$ cat src/rtl/mrwr_pkg.sv
package mrwr_pkg;

  typedef enum logic [1:0] {
    REASON_PASS    = 2'd0,
    REASON_TRIVIAL = 2'd1,
    REASON_ROOT    = 2'd2,
    REASON_POWER   = 2'd3
  } reason_e;

endpackage

$ cat src/rtl/miller_rabin_witness_round.sv
// One Miller-Rabin round per request: candidate n and a raw witness go in on the slave
// stream, one verdict (probable_prime, reason) comes out on the master stream. The base is
// (witness mod (n-1)) + 1, reduced bit-serially. A single shift-add
// modular multiplier (one conditional add and one doubling per cycle) serves the
// exponentiation and the squarings; candidates below 2, even candidates and 2 itself are
// answered without any arithmetic. The block takes no request while busy.
module miller_rabin_witness_round #(
  parameter int NUM_BITS = 63
) (
  input  logic                                    clk_i,
  input  logic                                    rst_ni,
  input  logic                                    s_axis_tvalid,
  output logic                                    s_axis_tready,
  // [NUM_BITS-1:0] candidate, [2*NUM_BITS-1:NUM_BITS] witness, zero padding above
  input  logic [((2*NUM_BITS+7)/8)*8-1:0]         s_axis_tdata,
  output logic                                    m_axis_tvalid,
  input  logic                                    m_axis_tready,
  // [0] probable_prime, [2:1] reason, zero padding above
  output logic [7:0]                              m_axis_tdata
);

  localparam int W  = NUM_BITS;
  localparam int CW = $clog2(W + 2);

  typedef enum logic [3:0] {
    ST_IDLE, ST_SPLIT, ST_REDUCE, ST_POW_CHK, ST_MUL, ST_POW_NEXT, ST_SQ_CHK, ST_SQ_NEXT,
    ST_DONE
  } state_e;

  state_e state_q;
  logic [W-1:0] n_q, w_q, rem_q, u_q, b_q, x_q, prev_q;
  logic [W-1:0] ma_q, mb_q, acc_q;
  logic [CW-1:0] cnt_q, k_q;
  logic sq_q;  // multiply target: 1 squares x, 0 is a pow step
  logic pmul_q; // pow step phase: 1 x*b, 0 b*b
  mrwr_pkg::reason_e reason_q;

  logic [W-1:0] n_in, w_in, nm1;
  logic [W:0] acc_sum, a_dbl, rem_sh;
  assign n_in = s_axis_tdata[W-1:0];
  assign w_in = s_axis_tdata[2*W-1:W];
  assign nm1  = n_q - W'(1);
  assign acc_sum = {1'b0, acc_q} + {1'b0, ma_q};
  assign a_dbl   = {ma_q, 1'b0};
  assign rem_sh  = {rem_q, w_q[W-1]};

  assign s_axis_tready = (state_q == ST_IDLE);
  assign m_axis_tvalid = (state_q == ST_DONE);
  assign m_axis_tdata  = {5'd0, reason_q, reason_q == mrwr_pkg::REASON_PASS};

  always_ff @(posedge clk_i or negedge rst_ni) begin
    if (!rst_ni) begin
      state_q  <= ST_IDLE;
      reason_q <= mrwr_pkg::REASON_PASS;
    end else begin
      unique case (state_q)
        ST_IDLE: if (s_axis_tvalid) begin
          n_q <= n_in;
          w_q <= w_in;
          priority if (n_in < W'(2) || (!n_in[0] && n_in != W'(2))) begin
            reason_q <= mrwr_pkg::REASON_TRIVIAL;
            state_q  <= ST_DONE;
          end else if (n_in == W'(2)) begin
            reason_q <= mrwr_pkg::REASON_PASS;
            state_q  <= ST_DONE;
          end else begin
            u_q   <= n_in - W'(1);
            k_q   <= '0;
            state_q <= ST_SPLIT;
          end
        end
        ST_SPLIT: begin
          if (!u_q[0]) begin
            u_q <= u_q >> 1;
            k_q <= k_q + CW'(1);
          end else begin
            rem_q <= '0;
            cnt_q <= CW'(W);
            state_q <= ST_REDUCE;
          end
        end
        // restoring remainder, one witness bit a cycle
        ST_REDUCE: begin
          if (cnt_q == '0) begin
            b_q <= rem_q + W'(1);
            x_q <= W'(1);
            state_q <= ST_POW_CHK;
          end else begin
            rem_q <= (rem_sh >= {1'b0, nm1}) ? W'(rem_sh - {1'b0, nm1}) : W'(rem_sh);
            w_q <= w_q << 1;
            cnt_q <= cnt_q - CW'(1);
          end
        end
        ST_POW_CHK: begin
          if (u_q == '0) begin
            prev_q <= x_q;
            cnt_q  <= k_q;
            state_q <= ST_SQ_CHK;
          end else if (u_q[0]) begin
            ma_q <= x_q; mb_q <= b_q; acc_q <= '0;
            sq_q <= 1'b0; pmul_q <= 1'b1; state_q <= ST_MUL;
          end else begin
            ma_q <= b_q; mb_q <= b_q; acc_q <= '0;
            sq_q <= 1'b0; pmul_q <= 1'b0; state_q <= ST_MUL;
          end
        end
        // shared shift-add modular multiplier
        ST_MUL: begin
          if (mb_q == '0) begin
            state_q <= sq_q ? ST_SQ_NEXT : ST_POW_NEXT;
          end else begin
            if (mb_q[0])
              acc_q <= (acc_sum >= {1'b0, n_q}) ? W'(acc_sum - {1'b0, n_q}) : W'(acc_sum);
            ma_q <= (a_dbl >= {1'b0, n_q}) ? W'(a_dbl - {1'b0, n_q}) : W'(a_dbl);
            mb_q <= mb_q >> 1;
          end
        end
        ST_POW_NEXT: begin
          if (pmul_q) begin
            x_q <= acc_q;
            ma_q <= b_q; mb_q <= b_q; acc_q <= '0;
            pmul_q <= 1'b0; state_q <= ST_MUL;
          end else begin
            b_q <= acc_q;
            u_q <= u_q >> 1;
            state_q <= ST_POW_CHK;
          end
        end
        ST_SQ_CHK: begin
          if (cnt_q == '0) begin
            reason_q <= (x_q != W'(1)) ? mrwr_pkg::REASON_POWER : mrwr_pkg::REASON_PASS;
            state_q  <= ST_DONE;
          end else begin
            ma_q <= x_q; mb_q <= x_q; acc_q <= '0;
            sq_q <= 1'b1; state_q <= ST_MUL;
          end
        end
        ST_SQ_NEXT: begin
          if (acc_q == W'(1) && prev_q != W'(1) && prev_q != nm1) begin
            reason_q <= mrwr_pkg::REASON_ROOT;
            state_q  <= ST_DONE;
          end else begin
            x_q <= acc_q;
            prev_q <= acc_q;
            cnt_q <= cnt_q - CW'(1);
            state_q <= ST_SQ_CHK;
          end
        end
        ST_DONE: if (m_axis_tready) state_q <= ST_IDLE;
        default: state_q <= ST_IDLE;
      endcase
    end
  end

  a_hold: assert property (@(posedge clk_i) disable iff (!rst_ni)
    m_axis_tvalid && !m_axis_tready |=> m_axis_tvalid && $stable(m_axis_tdata))
    else $error("result dropped while stalled");
  a_mul_range: assert property (@(posedge clk_i) disable iff (!rst_ni)
    state_q == ST_MUL |-> acc_q < n_q && ma_q < n_q)
    else $error("multiplier operand out of range");
  a_excl: assert property (@(posedge clk_i) disable iff (!rst_ni)
    !(s_axis_tready && m_axis_tvalid))
    else $error("ready while result pending");

endmodule
$ cat config.mk
export PLATFORM = sky130hd
export DESIGN_NAME = miller_rabin_witness_round
export DESIGN_NICKNAME = d
export VERILOG_FILES = /design/src/rtl/mrwr_pkg.sv /design/src/rtl/miller_rabin_witness_round.sv
export SDC_FILE = /design/constraint.sdc
export NUM_CORES = 2
export LEC_CHECK = 0
export ABC_AREA = 0
export BUFFER_PORTS_ARGS = -buffer_cell sky130_fd_sc_hd__buf_2
export CORE_UTILIZATION = 60
export DETAILED_ROUTE_END_ITERATION = 8
export PLACE_DENSITY_LB_ADDON = 0.12
export SYNTH_ARGS = -nofsm -noshare
export SYNTH_HDL_FRONTEND = slang
export SYNTH_SLANG_ARGS = --single-unit
export TNS_END_PERCENT = 100
$ cat constraint.sdc
create_clock -name clk_i -period 36.3 [get_ports clk_i]
set_input_delay 1.815 -clock clk_i [delete_from_list [all_inputs] [get_ports clk_i]]
set_output_delay 1.815 -clock clk_i [all_outputs]
set_load 0.05 [all_outputs]
== After elaboration in Yosys (flattened, before gate mapping) ==
Index checks and enable logic that the tools add are counted.

* Bits of input ports: 132
* Register bits after elaboration: 652
* Logic and storage cells: 177

* $lt $le $gt $ge: 4
* Muxes and demuxes: 75
* Reductions and logical operators: 38
* Eq/ne operators: 34
* Add/sub/neg operators: 9

{| class="wikitable"
|+ Operators with widths
! cell !! count
|-
| 63-bit 2-to-1 mux || 30
|-
| 63-bit case mux with 4 select lines || 3
|-
| 63-bit case mux with 2 select lines || 4
|-
| 63-bit case mux with 3 select lines || 2
|-
| 64-bit by 63-bit >= comparator with 1-bit output || 3
|-
| 63-bit subtractor || 3
|-
| 63-bit zero test || 2
|-
| 63-bit by 1-bit inequality test with 1-bit output (second input constant) || 2
|-
| 63-bit by 1-bit subtractor with 63-bit output (second input constant) || 2
|-
| 63-bit by 63-bit adder with 64-bit output || 1
|-
| 63-bit by 1-bit adder with 63-bit output (second input constant) || 1
|-
| 63-bit by 1-bit equality test with 1-bit output (second input constant) || 1
|-
| 63-bit by 2-bit equality test with 1-bit output (second input constant) || 1
|-
| 63-bit by 2-bit less-than comparator with 1-bit output (second input constant) || 1
|-
| 63-bit by 2-bit inequality test with 1-bit output (second input constant) || 1
|-
| 63-bit inequality test || 1
|-
| 7-bit 2-to-1 mux || 8
|-
| 4-bit 2-to-1 mux || 9
|-
| 2-bit inequality test (second input constant) || 18
|-
| 4-bit case mux with 9 select lines || 1
|-
| 7-bit case mux with 4 select lines || 1
|-
| 6-bit AND reduction || 4
|-
| 4-bit AND reduction || 5
|-
| 4-bit by 3-bit equality test with 1-bit output (second input constant) || 4
|-
| other kinds (25) || 52
|}

== Depth between registers and ports, before layout ==
* Depth in word-level cells: 6
* Depth in mapped cells: 26
* Gate-level depth less buffers: 23

== Least setup slack after synthesis ==
Ideal clock, no wire load.

* Path kind: input to register
* Start: input port rst_ni
* End: register acc_q[0] (enable)
* Arrival time: 23.974 ns
* Required time: 35.875 ns
* Setup time: 0.425 ns
* Stages: 3
* Path slack: 11.901 ns
* Cell sequence: nand3_1 > a2111oi_0 > o21a_1

* Longest elaborated chain between the ends: 1

{| class="wikitable"
|+ Ends and longest elaborated chain
! what !! RTL line !! source
|-
| from (decl) || miller_rabin_witness_round.sv:11 || <nowiki>input logic rst_ni,</nowiki>
|-
| 7-bit AND reduction (no source line) || n/a ||
|-
| to (signal assigned) || miller_rabin_witness_round.sv:113 || <nowiki>acc_q <= (acc_sum >= {1'b0, n_q}) ? W'(acc_sum - {1'b0, n_q}) : W'(acc_sum);</nowiki>
|-
| to (decl) || miller_rabin_witness_round.sv:32 || <nowiki>logic [W-1:0] ma_q, mb_q, acc_q;</nowiki>
|}

No other way between the ends.
A chain may end at the register's enable or synchronous reset.

== Final worst setup path ==
* Start: register acc_q[0]
* End: register acc_q[58], data pin

* Longest elaborated chain between the ends: 6

{| class="wikitable"
|+ Ends and longest elaborated chain
! what !! RTL line !! source
|-
| 63-bit by 63-bit adder with 64-bit output (*) || miller_rabin_witness_round.sv:43 || <nowiki>assign acc_sum = {1'b0, acc_q} + {1'b0, ma_q};</nowiki>
|-
| 63-bit subtractor / 64-bit by 63-bit >= comparator with 1-bit output (equally long branches) || miller_rabin_witness_round.sv:113 ||
|-
| 63-bit 2-to-1 mux (*) || miller_rabin_witness_round.sv:113 ||
|-
| 63-bit 2-to-1 mux (*) || miller_rabin_witness_round.sv:112 || <nowiki>if (mb_q[0])</nowiki>
|-
| 63-bit 2-to-1 mux (*) || miller_rabin_witness_round.sv:109 || <nowiki>if (mb_q == '0) begin</nowiki>
|-
| 63-bit case mux with 4 select lines (*) || miller_rabin_witness_round.sv:56 || <nowiki>unique case (state_q)</nowiki>
|}

Mark *: on every way between the ends. The rest lies on a longest branch, timed or not. The select of a mux whose other input is x is not followed.

==> impl_metrics.env <==
export IMPL_drtPass1Iterations=8
export IMPL_die_area_sq_um=83490
export IMPL_switching_share=0.4432
export IMPL_postCtsHoldBufs=0
export IMPL_clock_sinks=652
export IMPL_slew_viol_final=0
export IMPL_clkTransAtPathRegs_ns=0.07
export IMPL_synthCells=5544
export IMPL_fin_skew_ns=0.06046
export IMPL_fin_setup_tns_ns=0
export IMPL_drive_gt1_frac=0.06942
export IMPL_p_per_area_nw_per_um2=72.82
export IMPL_crit_path_max_fanout=58
export IMPL_post_place_cells=6512
export IMPL_numCtsBuffers=74
export IMPL_grt_pass1_vias=40990
export IMPL_r2r_start="acc_q[0]$_SDFFCE_PN0P_"
export IMPL_cts_setup_buffers=0
export IMPL_ir_drop_mv=0.05271
export IMPL_core_area_sq_um=80940
export IMPL_setup_viol=0
export IMPL_grt_use_total=0.4167
export IMPL_yosys_warnings=0
export IMPL_vias=45460
export IMPL_grt_pass1_wl_um=257800
export IMPL_wl_um=178100
export IMPL_combinationalPowerShare=0.495
export IMPL_initial_core_util=0.6104
export IMPL_syn_cell_area_sq_um=49400
export IMPL_crit_arrival_ns=9.26
export IMPL_cp_cell_sequence="ha_1 > fa_1 > a21oi_1 > o21ai_0 > o2111a_1 > nor4_1 > nor3_1 > a311oi_1 > o21ai_0 > xnor2_1 > ha_1 > nand4_1 > nor4_1 > nand2_1 > nor4_2 > o2111ai_1 > a211o_1 > o211ai_1 > buf_4 > nor2_1 > o2bb2ai_1"
export IMPL_setup_worst_path_class="flop to flop"
export IMPL_leakagePower_nw=20.16
export IMPL_hpwl_um=137400
export IMPL_synth_cell_type_count=94
export IMPL_startpoint="acc_q[0]$_SDFFCE_PN0P_"
export IMPL_sequentialPowerShare=0.302
export IMPL_final_common_cell="nand2_1"
export IMPL_ys_seq_area_frac=0.3957
export IMPL_grt_antenna_before_repair=4
export IMPL_gp_congestion=1.038
export IMPL_clk_latency_ns=0.68
export IMPL_grt_max_degree=95
export IMPL_cp_start_kind="flop"
export IMPL_row_count=104
export IMPL_clock_path_buffers=3
export IMPL_p_clk_frac=0.203
export IMPL_synth_seq_cells=652
export IMPL_layout_nets=5923
export IMPL_power_switching_mw=1.723
export IMPL_cts_tree="done"
export IMPL_final_cell_mix="nand2_1, edfxtp_1, a21oi_1"
export IMPL_timing_final_ws_setup_ns=27.43
export IMPL_hp_start="w_q[17]$_DFFE_PP_"
export IMPL_end_kind="flop"
export IMPL_hold_violations=0
export IMPL_place_ws_ns=27.66
export IMPL_critical_path_max_stage_delay_ns=0.84
export IMPL_drc=0
export IMPL_drt_initial_drc_count=6254
export IMPL_synth_flop_cell="edfxtp_1"
export IMPL_ant_nets=0
export IMPL_grt_setup_unrepaired="no"
export IMPL_io_pins=142
export IMPL_area_growth_pct=8.085
export IMPL_outcome="completed"
export IMPL_synthArstFlopShare=0.009202
export IMPL_cts_resized=0
export IMPL_final_cells=6651
export IMPL_avgSynthCellArea_sq_um=8.911
export IMPL_vias_per_cell=6.835
export IMPL_h_tree_depth=3
export IMPL_min_path_type="flop to flop"
export IMPL_cts_root_buffer="clkbuf_16"
export IMPL_period_needed_ns=8.866
export IMPL_port_buffer_count=134
export IMPL_worst_pin_slew_ns=1.412
export IMPL_fmax_mhz=112.8
export IMPL_die_height_um=288.9
export IMPL_die_x_um=288.9
export IMPL_critical_path_slowest_cell="buf_4"
export IMPL_maxCapViolCount=0
export IMPL_wl_per_cell_um=26.78
export IMPL_post_route_period_util=0.2443
export IMPL_slew_headroom=0.04559
export IMPL_worstPathRequired_ns=36.70
export IMPL_synth_edf_count=646
export IMPL_grt_overflow=0
export IMPL_p_int_mw=2.165
-- layout make-up --
cell class | instances | area (sq um)
diodes | 2 | 5.005
clock buffers | 77 | 1863
clock inverters | 60 | 663.1
fillers | 6749 | 27540
inverters | 167 | 626.9
multi-input cells | 4443 | 28270
flip-flops and latches | 652 | 19550
well taps | 1060 | 1326
repair buffers | 190 | 1091
-- cells by family (layout without fill, tap and decap cells) --
kind of cell    count (synthesis)  in the layout  synth area share
compound gates               1453           1453            0.1856
xor+xnor                      443            443           0.07953
fa+ha+maj                     263            263           0.06722
buf+inv                       453            494           0.03538
flops                         652            652            0.3957
mux                           167            167           0.03386
other cells                     1              7        0.00007591
simple gates                 2112           2112            0.2026
-- flip-flops by register name, indices dropped and copies added, names as in the netlist --
| signal | flops |
|---|---|
| acc_q | 63 |
| b_q | 63 |
| ma_q | 63 |
| mb_q | 63 |
| n_q | 63 |
| prev_q | 63 |
| rem_q | 63 |
| u_q | 63 |
| w_q | 63 |
| x_q | 63 |
| cnt_q | 7 |
| k_q | 7 |
| state_q | 4 |
| reason_q | 2 |
| pmul_q | 1 |
| sq_q | 1 |
-- per-stage QoR --
stage	util	area (sq um)	total power, mW	hold WS [ns]
floorplan	-	49420	2.535	0.4836
global placement	0.6284	50860	3.011	0.4883
detailed placement	0.6284	50860	3.032	0.4936
CTS	0.6596	53390	3.821	0.5027
global route	0.6597	53390	4.071	0.5220
finish	0.6597	53400	3.888	0.5049
-- cells in the mapped netlist (all sizes together) (50+ instances only) --
master,n,share of area
o21bai,56,0.0086
nor3,114,0.012
and3,117,0.015
mux2i,166,0.034
nand3,162,0.016
nand2,856,0.065
ha,259,0.066
nor4,143,0.019
o21a,50,0.0076
edfxtp,646,0.39
a22oi,51,0.0078
xor2,154,0.027
a21oi,440,0.045
a21o,139,0.021
o21ai,334,0.034
xnor2,286,0.051
inv,167,0.013
nand4,110,0.014
clkbuf,253,0.019
nor2,387,0.029
a31oi,60,0.0076
a211oi,50,0.0076
-- final timing paths --
check | endpoint | slack [ns] | depth (start not counted)
setup reg to reg | acc_q[58]$_SDFFCE_PN0P_ | 27.43 | 21
setup / recovery | acc_q[58]$_SDFFCE_PN0P_ | 27.43 | 21
min in group asynchronous | reason_q[1]$_DFFE_PN0P_ | 1.05 | 1
hold reg to reg | w_q[18]$_DFFE_PP_ | 0.50 | 2
max in group asynchronous | state_q[1]$_DFFE_PN0P_ | 34.99 | 1
hold / removal | w_q[18]$_DFFE_PP_ | 0.50 | 2
-- metal layers --
layer,wire length [um],track usage,vias to the layer above
met2,74500,0.6054,2953
met3,22810,0.08913,391
met5,23,0,-
met1,71220,0.5924,21520
li1,-,-,20590
met4,9554,0.1966,4
-- worst max-delay path, delay by kind of cell, from the launching register on --
| family | cells | cell delay (ns) |
|---|---|---|
| AO/OA/AOI/OAI | 9 | 3.12 |
| XOR/XNOR | 1 | 0.25 |
| adder cells (fa/ha/maj) | 3 | 1.17 |
| buffers and inverters | 1 | 0.84 |
| flip-flops | 1 | 0.57 |
| AND/OR/NAND/NOR | 7 | 2.61 |
-- power by group through the flow --
stage | Sequential [mW] | Combinational [mW] | Clock, mW
after floorplan | 1.12 | 1.42 | 0
after global placement | 1.17 | 1.84 | 0
after detailed placement | 1.17 | 1.86 | 0
after CTS | 1.16 | 1.87 | 0.791
after global routing | 1.18 | 2.08 | 0.819
final | 1.17 | 1.92 | 0.791
Power figures use the tool's default switching activity.
